<file path="src/rtl/core/i2c_button_led_bridge_master_defines.svh">
// Assertion helpers shared by the bridge RTL.
`ifndef I2C_BUTTON_LED_BRIDGE_MASTER_DEFINES_SVH
`define I2C_BUTTON_LED_BRIDGE_MASTER_DEFINES_SVH

// Same-cycle implication, checked on every rising clock edge outside reset.
`define IBL_ASSERT_NOW(lbl, ante, cons, msg) \
   lbl: assert property (@(posedge clock) disable iff (reset) (ante) |-> (cons)) \
      else $error(msg);

// Next-cycle implication, checked on every rising clock edge outside reset.
`define IBL_ASSERT_NEXT(lbl, ante, cons, msg) \
   lbl: assert property (@(posedge clock) disable iff (reset) (ante) |=> (cons)) \
      else $error(msg);

`endif

</file>
<file path="src/rtl/core/ibl_pkg.sv">
package ibl_pkg;

   // Sequencer state: waiting for a poll, or emitting its pin events.
   typedef enum logic {
      ST_IDLE,
      ST_RUN
   } ctl_state_type;

   // Bus mode kept between polls.
   typedef enum logic [1:0] {
      MODE_WAIT  = 2'd0,
      MODE_SHIFT = 2'd1,
      MODE_STOP  = 2'd2,
      MODE_READ  = 2'd3
   } bus_mode_type;

   // One pin event as handed from the sequencer to the output stage.
   typedef struct packed {
      logic scl;
      logic sda;
      logic restart;
      logic last;
   } ev_type;

   // Configuration register indexes.
   localparam logic [1:0] REG_READ_ADDR  = 2'd0;
   localparam logic [1:0] REG_WRITE_ADDR = 2'd1;

   // Register reset values.
   localparam logic [7:0] READ_ADDR_RESET  = 8'h41;
   localparam logic [7:0] WRITE_ADDR_RESET = 8'h40;

   // Bit counter value of the acknowledge clock after eight data bits.
   localparam logic [3:0] ACK_BIT  = 4'd8;
   localparam logic [3:0] LAST_BIT = 4'd7;

   // Phases of one bit slot: set data, clock high, clock low.
   localparam logic [1:0] PH_DATA = 2'd0;
   localparam logic [1:0] PH_HIGH = 2'd1;
   localparam logic [1:0] PH_LOW  = 2'd2;
   localparam logic [1:0] PH_END  = 2'd3;

endpackage

</file>
<file path="src/rtl/core/ibl_out_stage.sv">
module ibl_out_stage (
   input  logic           clock,
   input  logic           reset,
   input  logic           push,
   input  ibl_pkg::ev_type ev,
   output logic           ready_o,
   output logic           rsp_tvalid,
   input  logic           rsp_tready,
   output logic [7:0]     rsp_tdata,   // [0] scl_level, [1] sda_level, [7:2] zero
   output logic           rsp_tuser,   // [0] restart_timer
   output logic           rsp_tlast    // last_event
);

   logic           valid_ff;
   logic           valid_in;
   ibl_pkg::ev_type ev_ff;

   // A new event may enter when the stage is empty or is being drained.
   assign ready_o = !valid_ff || rsp_tready;

   always_comb begin
      valid_in = valid_ff;
      if (push) begin
         valid_in = 1'b1;
      end else if (rsp_tready) begin
         valid_in = 1'b0;
      end
   end

   always_ff @(posedge clock) begin
      if (reset) begin
         valid_ff <= 1'b0;
      end else begin
         valid_ff <= valid_in;
      end
   end

   // Payload register, loaded only on a push.
   always_ff @(posedge clock) begin
      if (push) begin
         ev_ff <= ev;
      end
   end

   assign rsp_tvalid = valid_ff;
   assign rsp_tdata  = {6'b0, ev_ff.sda, ev_ff.scl};
   assign rsp_tuser  = ev_ff.restart;
   assign rsp_tlast  = ev_ff.last;

endmodule

</file>
<file path="src/rtl/core/i2c_button_led_bridge_master.sv">
// Each accepted poll emits its pin events one per cycle while the output stage can take
// them: 4 for start or stop, 27 for a byte shifted out, 19 for a byte read; a poll in wait
// mode without timer emits none. The poll moves the sequencer into its run state, and each
// event is then registered in the output stage; the single event sequencer walks bit and phase.
// Reset (synchronous, active high) returns the bus to idle with both pins released,
// the addresses to 0x41 and 0x40, and the next transaction to the LED write.
`include "i2c_button_led_bridge_master_defines.svh"

module i2c_button_led_bridge_master (
   input  logic       clock,
   input  logic       reset,
   input  logic       req_tvalid,
   output logic       req_tready,
   input  logic [7:0] req_tdata,   // [7:0] sda_sample_byte
   input  logic       req_tuser,   // [0] timer_expired
   output logic       rsp_tvalid,
   input  logic       rsp_tready,
   output logic [7:0] rsp_tdata,   // [0] scl_level, [1] sda_level, [7:2] zero
   output logic       rsp_tuser,   // [0] restart_timer
   output logic       rsp_tlast,   // last_event
   input  logic       csr_we,
   input  logic [1:0] csr_index,
   input  logic [7:0] csr_wdata
);

   ibl_pkg::ctl_state_type state_ff, state_in;
   ibl_pkg::bus_mode_type  mode_ff, mode_in;
   logic [7:0] read_addr_ff;
   logic [7:0] write_addr_ff;
   logic       addr_done_ff, addr_done_in;
   logic       write_pend_ff, write_pend_in;
   logic [7:0] shift_ff, shift_in;
   logic [3:0] button_ff, button_in;
   logic       scl_pin_ff, scl_pin_in;
   logic       sda_pin_ff, sda_pin_in;
   logic [3:0] bit_cnt_ff, bit_cnt_in;
   logic [1:0] phase_ff, phase_in;
   logic       out_ready;
   logic       push;
   ibl_pkg::ev_type ev;
   logic       byte_run;
   logic       start_slot;

   // Configuration writes.
   always_ff @(posedge clock) begin
      if (reset) begin
         read_addr_ff  <= ibl_pkg::READ_ADDR_RESET;
         write_addr_ff <= ibl_pkg::WRITE_ADDR_RESET;
      end else if (csr_we) begin
         case (csr_index)
            ibl_pkg::REG_READ_ADDR:  read_addr_ff  <= csr_wdata;
            ibl_pkg::REG_WRITE_ADDR: write_addr_ff <= csr_wdata;
            default: ;
         endcase
      end
   end

   assign req_tready = (state_ff == ibl_pkg::ST_IDLE);

   // Event sequencer: one pin event per cycle with out_ready high; data bits leave shift_ff MSB first.
   always_comb begin
      state_in      = state_ff;
      mode_in       = mode_ff;
      addr_done_in  = addr_done_ff;
      write_pend_in = write_pend_ff;
      shift_in      = shift_ff;
      button_in     = button_ff;
      scl_pin_in    = scl_pin_ff;
      sda_pin_in    = sda_pin_ff;
      bit_cnt_in    = bit_cnt_ff;
      phase_in      = phase_ff;
      push          = 1'b0;
      ev            = '0;

      case (state_ff)
         ibl_pkg::ST_IDLE: begin
            if (req_tvalid) begin
               if (mode_ff != ibl_pkg::MODE_WAIT || req_tuser) begin
                  state_in   = ibl_pkg::ST_RUN;
                  bit_cnt_in = 4'd0;
                  phase_in   = (mode_ff == ibl_pkg::MODE_READ) ? ibl_pkg::PH_HIGH
                                                                : ibl_pkg::PH_DATA;
               end
               // Only the low nibble of the read byte survives into the LED data.
               if (mode_ff == ibl_pkg::MODE_READ) begin
                  button_in = req_tdata[3:0];
               end
            end
         end

         ibl_pkg::ST_RUN: begin
            if (out_ready) begin
               push = 1'b1;
               case (mode_ff)
                  ibl_pkg::MODE_WAIT, ibl_pkg::MODE_STOP: begin
                     // Start: SDA high, SCL high, SDA low, SCL low.
                     // Stop:  SDA low,  SCL high, SDA high, SCL low.
                     case (phase_ff)
                        ibl_pkg::PH_DATA: begin
                           sda_pin_in = (mode_ff == ibl_pkg::MODE_WAIT);
                           ev.restart = (mode_ff == ibl_pkg::MODE_WAIT);
                        end
                        ibl_pkg::PH_HIGH: scl_pin_in = 1'b1;
                        ibl_pkg::PH_LOW:  sda_pin_in = (mode_ff == ibl_pkg::MODE_STOP);
                        default:          scl_pin_in = 1'b0;
                     endcase
                     phase_in = phase_ff + 2'd1;
                     if (phase_ff == ibl_pkg::PH_END) begin
                        ev.last  = 1'b1;
                        state_in = ibl_pkg::ST_IDLE;
                        if (mode_ff == ibl_pkg::MODE_WAIT) begin
                           mode_in      = ibl_pkg::MODE_SHIFT;
                           addr_done_in = 1'b0;
                           shift_in     = write_pend_ff ? write_addr_ff : read_addr_ff;
                        end else begin
                           mode_in = ibl_pkg::MODE_WAIT;
                        end
                     end
                  end

                  default: begin
                     // Byte shift out or read, then the acknowledge clock.
                     case (phase_ff)
                        ibl_pkg::PH_DATA: begin
                           sda_pin_in = (bit_cnt_ff == ibl_pkg::ACK_BIT) ||
                                        (mode_ff == ibl_pkg::MODE_READ) || shift_ff[7];
                           phase_in   = ibl_pkg::PH_HIGH;
                        end
                        ibl_pkg::PH_HIGH: begin
                           scl_pin_in = 1'b1;
                           phase_in   = ibl_pkg::PH_LOW;
                        end
                        default: begin
                           scl_pin_in = 1'b0;
                           bit_cnt_in = bit_cnt_ff + 4'd1;
                           phase_in   = (mode_ff == ibl_pkg::MODE_READ &&
                                         bit_cnt_ff != ibl_pkg::LAST_BIT) ?
                                        ibl_pkg::PH_HIGH : ibl_pkg::PH_DATA;
                           if (mode_ff == ibl_pkg::MODE_SHIFT &&
                               bit_cnt_ff != ibl_pkg::ACK_BIT) begin
                              shift_in = {shift_ff[6:0], 1'b0};
                           end
                        end
                     endcase

                     if (bit_cnt_ff == ibl_pkg::ACK_BIT && phase_ff == ibl_pkg::PH_LOW) begin
                        // The byte is done, so the bit counter parks at zero.
                        ev.last    = 1'b1;
                        state_in   = ibl_pkg::ST_IDLE;
                        bit_cnt_in = 4'd0;
                        if (mode_ff == ibl_pkg::MODE_READ) begin
                           write_pend_in = 1'b1;
                           mode_in       = ibl_pkg::MODE_STOP;
                        end else if (!addr_done_ff && !write_pend_ff) begin
                           addr_done_in = 1'b1;
                           mode_in      = ibl_pkg::MODE_READ;
                        end else if (!addr_done_ff) begin
                           // Address of the LED write sent: the data byte follows.
                           addr_done_in  = 1'b1;
                           write_pend_in = 1'b0;
                           shift_in      = {~button_ff, 4'b0};
                           mode_in       = ibl_pkg::MODE_SHIFT;
                        end else begin
                           mode_in = ibl_pkg::MODE_STOP;
                        end
                     end
                  end
               endcase
               ev.scl = scl_pin_in;
               ev.sda = sda_pin_in;
            end
         end

         default: state_in = ibl_pkg::ST_IDLE;
      endcase
   end

   // Control registers.
   always_ff @(posedge clock) begin
      if (reset) begin
         state_ff      <= ibl_pkg::ST_IDLE;
         mode_ff       <= ibl_pkg::MODE_WAIT;
         addr_done_ff  <= 1'b0;
         write_pend_ff <= 1'b1;
         shift_ff      <= 8'h00;
         button_ff     <= 4'h0;
         scl_pin_ff    <= 1'b1;
         sda_pin_ff    <= 1'b1;
         bit_cnt_ff    <= 4'd0;
         phase_ff      <= ibl_pkg::PH_DATA;
      end else begin
         state_ff      <= state_in;
         mode_ff       <= mode_in;
         addr_done_ff  <= addr_done_in;
         write_pend_ff <= write_pend_in;
         shift_ff      <= shift_in;
         button_ff     <= button_in;
         scl_pin_ff    <= scl_pin_in;
         sda_pin_ff    <= sda_pin_in;
         bit_cnt_ff    <= bit_cnt_in;
         phase_ff      <= phase_in;
      end
   end

   // Output register that parts the sequencer from the result channel.
   ibl_out_stage u_out (
      .clock      (clock),
      .reset      (reset),
      .push       (push),
      .ev         (ev),
      .ready_o    (out_ready),
      .rsp_tvalid (rsp_tvalid),
      .rsp_tready (rsp_tready),
      .rsp_tdata  (rsp_tdata),
      .rsp_tuser  (rsp_tuser),
      .rsp_tlast  (rsp_tlast)
   );

   // Conditions watched by the checks below.
   assign byte_run   = (state_ff == ibl_pkg::ST_RUN) &&
                       (mode_ff == ibl_pkg::MODE_SHIFT || mode_ff == ibl_pkg::MODE_READ);
   assign start_slot = (mode_ff == ibl_pkg::MODE_WAIT) && (phase_ff == ibl_pkg::PH_DATA);

   `IBL_ASSERT_NOW(a_bit_cnt_range, 1'b1, bit_cnt_ff <= ibl_pkg::ACK_BIT, "bit counter overrun")
   `IBL_ASSERT_NOW(a_phase_byte, byte_run, phase_ff != ibl_pkg::PH_END, "bad phase in byte mode")
   `IBL_ASSERT_NOW(a_restart_start, push && ev.restart, start_slot, "restart outside start")
   `IBL_ASSERT_NEXT(a_last_idle, push && ev.last, state_ff == ibl_pkg::ST_IDLE, "no idle after last")

endmodule
</file>
<file path="config.mk">
export PLATFORM = sky130hd
export DESIGN_NAME = i2c_button_led_bridge_master
export DESIGN_NICKNAME = d
export VERILOG_FILES = /design/src/rtl/core/ibl_pkg.sv /design/src/rtl/core/ibl_out_stage.sv /design/src/rtl/core/i2c_button_led_bridge_master.sv
export VERILOG_INCLUDE_DIRS = /design/src /design/src/rtl/core
export SDC_FILE = /design/constraint.sdc
export NUM_CORES = 1
export LEC_CHECK = 0
export ABC_AREA = 1
export BUFFER_PORTS_ARGS = -buffer_cell sky130_fd_sc_hd__clkbuf_2
export CORE_ASPECT_RATIO = 0.5
export CORE_MARGIN = 2
export CORE_UTILIZATION = 55
export CTS_BUF_LIST = sky130_fd_sc_hd__clkbuf_8
export CTS_CLUSTER_DIAMETER = 40
export DETAILED_ROUTE_END_ITERATION = 6
export GPL_ROUTABILITY_DRIVEN = 0
export PLACE_DENSITY_LB_ADDON = 0.3
export SYNTH_ARGS = -nofsm -noshare
export SYNTH_HDL_FRONTEND = slang
export SYNTH_SLANG_ARGS = --single-unit
</file>
<file path="constraint.sdc">
create_clock -name clock -period 4.62 [get_ports clock]
set_input_delay 0.231 -clock clock [delete_from_list [all_inputs] [get_ports clock]]
set_output_delay 0.231 -clock clock [all_outputs]
set_load 0.01 [all_outputs]
</file>
Yosys cells after proc, flatten, opt, wreduce, memory -nomap -nowiden
Index checks and enable logic that the tools add are counted.

Logic and storage cells: 133. Register bits: 46. Output and inout bits: 12. Input bits: 24.

Add/sub/neg operators: 2. Reduce and logical (&&, ||, !) cells: 31. Equality and inequality tests: 20. Bitwise gates (word level): 3. Mux-type cells: 60.

Operators with widths (count): 2-to-1 mux 8 bit (10); 2-to-1 mux 1 bit (27); 2-to-1 mux 4 bit (6); 2-to-1 mux 2 bit (10); AND reduction 4 bit (3); AND reduction 6 bit (2); inequality test 2 bit (second input constant) (5); == test 2 bit (second input constant) (4); inequality test 2 x 1 -> 1 bit (second input constant) (4); one-hot mux 1 bit (2 select lines) (4); one-hot mux 2 bit (2 select lines) (2); one-hot mux 4 bit (2 select lines) (1); == test 2 x 1 -> 1 bit (second input constant) (3); zero test 2 bit (3); AND reduction 2 bit (3); AND reduction 3 bit (2); nonzero test 2 bit (3); OR reduction 2 bit (3); AND reduction 5 bit (1); adder 4 x 1 -> 4 bit (second input constant) (1); == test 4 bit (second input constant) (1); logical AND 1 bit (4); logical OR 1 bit (4); inequality test 4 x 3 -> 1 bit (second input constant) (1); other kinds (6) (9).

Logic depth before layout (Yosys ltp)
Word-level depth: 9. Depth in mapped cells: 10. Depth with buffers taken out: 10.

Cells and area by module
Synthesis repeated with hierarchy kept, for this count alone.

Cells, all modules: 326. Area, all modules: 2449.8 um^2.

By module, submodules not included: i2c_button_led_bridge_master (area an instance 2238.4 um^2, cells an instance 310, sequential area each 820.8 um^2, times used 1); ibl_out_stage (area an instance 211.5 um^2, cells an instance 16, sequential area each 140.1 um^2, times used 1).

Least setup slack after synthesis
Ideal clock, no wire load.

Path type: reg-to-reg. Start point: reg phase_ff[0]. End point: reg shift_ff[0]. Data required time: 4.486 ns. Library setup time: 0.134 ns. Path slack: 3.032 ns. Arrival: 1.454 ns. Stages on the path, launching flop included: 11. Buffers on the path: 0. Clock period less this slack: 1.588 ns. Cell sequence: dfxtp_1 inv_1 ha_1 inv_1 nand2_1 nor2_4 nand2_1 nand3_1 nand2_1 nand2_1 a21oi_1.

Cells in the longest elaborated chain, start to end: 8. Elaborated cells on any way between the ends: 14. Those cells by class: eq/ne (4); mux (6); reduce/logical (4).

RTL lines: start, declared (RTL line i2c_button_led_bridge_master.sv:37) `logic [1:0] phase_ff, phase_in;`; start signal, assigned (RTL line i2c_button_led_bridge_master.sv:190) `phase_ff <= ibl_pkg::PH_DATA;`; start signal, assigned (RTL line i2c_button_led_bridge_master.sv:201) `phase_ff <= phase_in;`; == test 2 x 1 -> 1 bit or zero test 2 bit (tied branches) (RTL line i2c_button_led_bridge_master.sv:123) `case (phase_ff)`; OR reduction 2 bit (no line); 2-to-1 mux 8 bit (RTL line i2c_button_led_bridge_master.sv:123); 2-to-1 mux 8 bit (RTL line i2c_button_led_bridge_master.sv:157) `end else if (!addr_done_ff) begin`; 2-to-1 mux 8 bit (RTL line i2c_button_led_bridge_master.sv:154) `end else if (!addr_done_ff && !write_pend_ff) begin`; 2-to-1 mux 8 bit (RTL line i2c_button_led_bridge_master.sv:151) `if (mode_ff == ibl_pkg::MODE_READ) begin`; 2-to-1 mux 8 bit (RTL line i2c_button_led_bridge_master.sv:146) `if (bit_cnt_ff == ibl_pkg::ACK_BIT && phase_ff == ibl_pkg::PH_LOW) begin`; 2-to-1 mux 8 bit (RTL line i2c_button_led_bridge_master.sv:94) `case (mode_ff)`; end signal, assigned (RTL line i2c_button_led_bridge_master.sv:196) `shift_ff <= shift_in;`; end, declared (RTL line i2c_button_led_bridge_master.sv:32) `logic [7:0] shift_ff, shift_in;`.

Several ways; a longest one is shown, not always the timed one. A chain may end at the register's enable or synchronous reset.

Worst setup path after layout
Start point: reg phase_ff[0]. End point: reg shift_ff[7].

The elaborated chain is that of the path after synthesis.

==> results.sh <==
export IMPL_synth_top_cell_area_share=0.349
export IMPL_outcome="completed"
export IMPL_timing_worst_setup_path_type="reg2reg"
export IMPL_clock_tree_buffer_depth=2
export IMPL_root_buf_cell="clkbuf_8"
export IMPL_layout_drive_gt1_share=0.132
export IMPL_final_design_area_no_fill_um2=2620
export IMPL_pwr_density_nw_per_um2=284
export IMPL_detail_route_wirelength_um=5240
export IMPL_hpwl_dp_um=3710
export IMPL_fin_nets=394
export IMPL_synth_sequential_area_ratio=0.399
export IMPL_first_drt_pass_iteration_count=5
export IMPL_wl_per_cell_um=12.5
export IMPL_post_cts_resize_count=0
export IMPL_switching_share=0.264
export IMPL_diodes=0
export IMPL_die_area_um2=4950
export IMPL_numPortBuffers=25
export IMPL_total_switching_power_mw=0.197
export IMPL_worstPathArrival_ns=2.23
export IMPL_share_comb_of_total_power=0.108
export IMPL_hold_violation_count_in_the_final_report=0
export IMPL_cts_buffers=5
export IMPL_post_drt_via_cell_ratio=5.45
export IMPL_worst_skew_pair_late_latency_ns=0.30
export IMPL_max_vdd_ir_drop_mv=0.176
export IMPL_cp_max_fo=8
export IMPL_p_leak_nw=1.21
export IMPL_groute_usage_overall=0.230
export IMPL_cts_post_setup_buffers_inserted=0
export IMPL_cts_hold_buffers=0
export IMPL_worst_setup_end_kind="register"
export IMPL_die_height_um=50.8
export IMPL_setup_total_negative_slack_ns=0
export IMPL_timing_critical_path_mode_cell="nand2_1"
export IMPL_cts_tree="built"
export IMPL_synthesis_area_per_instance_um2=7.06
export IMPL_cp_num_buf_inv=2
export IMPL_ys_warnings_count=0
export IMPL_slew_limit_headroom=0.472
export IMPL_timing_max_cap_violations=0
export IMPL_timing_critical_path_required_ns=4.82
export IMPL_pin_count=36
export IMPL_die_x_um=97.5
export IMPL_seq_power_share=0.572
export IMPL_seqCellArea_um2=961
export IMPL_via_count_of_the_first_global_routing_pass=2155
export IMPL_yosys_register_bits=46
export IMPL_setup_viol_count_final=0
export IMPL_layout_min_cycle_time_ns=2.03
export IMPL_pin_count_of_the_biggest_net_entering_global_routing=32
export IMPL_layout_area_overhead_vs_synth_pct=8.74
export IMPL_routed_via_count=2277
export IMPL_drt_antenna_violating_nets=0
export IMPL_placement_cell_area_um2=2530
export IMPL_initial_core_utilization=0.595
export IMPL_netlist_area_pre_place_um2=2410
export IMPL_netlist_instances=341
export IMPL_cp_cell_sequence="inv_1, ha_1, inv_1, nand2_1, nor2_4, nand2_1, nand2_1, nand3_1, nand2_1, a21oi_1"
export IMPL_finalCritPeriodShare=0.439
export IMPL_drt_drc_violations_left=0
export IMPL_synth_most_common_cell="nand2_1"
export IMPL_timing_final_max_slew_violations=0
export IMPL_n_fill_cell=368
export IMPL_iteration_0_drc_markers=143
export IMPL_post_synth_edffs=4
export IMPL_cpLargestDelayFamily="simple AND/OR/NAND/NOR gates"
export IMPL_clock_sinks=46
export IMPL_netlist_top_cells_count="68 x nand2_1, 42 x a21oi_1, 42 x dfxtp_1, 42 x nor2_1"
export IMPL_globalRoute_totalOverflow=0
export IMPL_clock_power_share=0.320
export IMPL_htree_levels=2
export IMPL_hp_class="in2reg"
export IMPL_synth_top_cell_by_area="dfxtp_1"
export IMPL_wire_length_of_the_first_global_routing_pass_um=9160
export IMPL_worst_margin_slew_ns=0.791
export IMPL_critical_path_startpoint_type="register"
export IMPL_worst_path_largest_cell_delay_ns=0.46
export IMPL_synthTopCellsByArea="dfxtp_1 35%, nand2_1 11%, a21oi_1 8.7%"
export IMPL_number_of_antenna_violations_at_the_first_check_in_global_routing=0
export IMPL_final_core_util=0.647
export IMPL_core_um2=4040
export IMPL_synthArstFlopShare=0
export IMPL_clock_fmax_mhz=493
export IMPL_worst_hold_slack_ns=0.155
export IMPL_yosys_most_used_dff="dfxtp_1"
export IMPL_final_setup_skew_ns=0.0111
export IMPL_internal_power_component_mw=0.547
export IMPL_rsz0062_at_grt="false"
export IMPL_multiInputGateArea_um2=1230
export IMPL_rows=16
export IMPL_synth_lib_cells_used_distinct=32
export IMPL_cell_with_the_largest_stage_delay_on_the_worst_path="dfxtp_1"
export IMPL_path_clk_slew_ns=0.09
-- cell type report --
class	instances	share of cell area
inverter	39	0.0583
tap	54	0.0258
clock inverter	3	0.00478
clock buffer	5	0.0263
timing repair buffer	25	0.0478
multi-input combinational	246	0.470
sequential	46	0.367
-- registers in the layout, indices dropped and copies added (netlist names), 2 cells and up --
register / flops
u_out.rsp_tdata: 2
phase_ff: 2
shift_ff: 8
read_addr_ff: 8
write_addr_ff: 8
button_ff: 4
bit_cnt_ff: 4
mode_ff: 2
-- stage by stage --
| step | cells | power (mW) | setup WS (ns) |
|---|---|---|---|
| 2_1_floorplan | 346 | 0.493 | 3.03 |
| 3_3_place_gp | 410 | 0.509 | 2.77 |
| 3_5_place_dp | 410 | 0.514 | 2.67 |
| 4_1_cts | 418 | 0.746 | 2.65 |
| 5_1_grt | 418 | 0.776 | 2.50 |
| 6_report | 418 | 0.744 | 2.59 |
-- routing by layer --
layer,wire [um],vias up,GRT usage
met3,363,18,0.0529
met1,2320,1022,0.268
met5,0,-,0
met4,148,0,0.0972
met2,2400,91,0.415
li1,-,1146,-
-- final timing paths --
kind	from	slack [ns]	end	depth (start not counted)
setup / recovery	phase_ff[0]$_SDFFE_PP0P_	2.59	shift_ff[7]$_SDFFE_PP0P_	10
hold / removal	csr_wdata[6]	0.15	read_addr_ff[6]$_SDFFE_PP1P_	3
setup reg to reg	phase_ff[0]$_SDFFE_PP0P_	2.59	shift_ff[7]$_SDFFE_PP0P_	10
hold reg to reg	write_addr_ff[5]$_SDFFE_PP0P_	0.46	write_addr_ff[5]$_SDFFE_PP0P_	2
-- worst min-delay path, stage by stage --
cell and delay (ns):
clkbuf_2 0.09, nand2_1 0.05, nand3_1 0.06
-- cells by family after synthesis --
family	synth area share
DFF	0.399
other	0.00156
buffers and inverters	0.0978
adders and majority gates	0.0364
and+or+nand+nor	0.276
xor gates and xnor gates	0.00364
AOI/OAI and AO/OA	0.185
-- placed cells by master (no fill, tap or decap), drive strengths merged --
cell type	n
nand2	71
nor2	45
a21oi	44
dfxtp	42
inv	39
o21ai	36
clkbuf	30
nand3	25
ha	7
conb	6
edfxtp	4
clkinv	3
nor3	3
nand4	2
o211ai	2
o22ai	1
xor2	1
a21boi	1
a32oi	1
or2	1
-- power by group through the flow --
stage | combinational [mW] | sequential (mW) | clock (mW)
final | 0.0806 | 0.425 | 0.238
after detailed placement | 0.0791 | 0.434 | 0
after global routing | 0.0910 | 0.427 | 0.258
after global placement | 0.0757 | 0.434 | 0
after CTS | 0.0804 | 0.425 | 0.241
after floorplan | 0.0589 | 0.434 | 0
No activity file was read; power rests on OpenSTA's default activity.
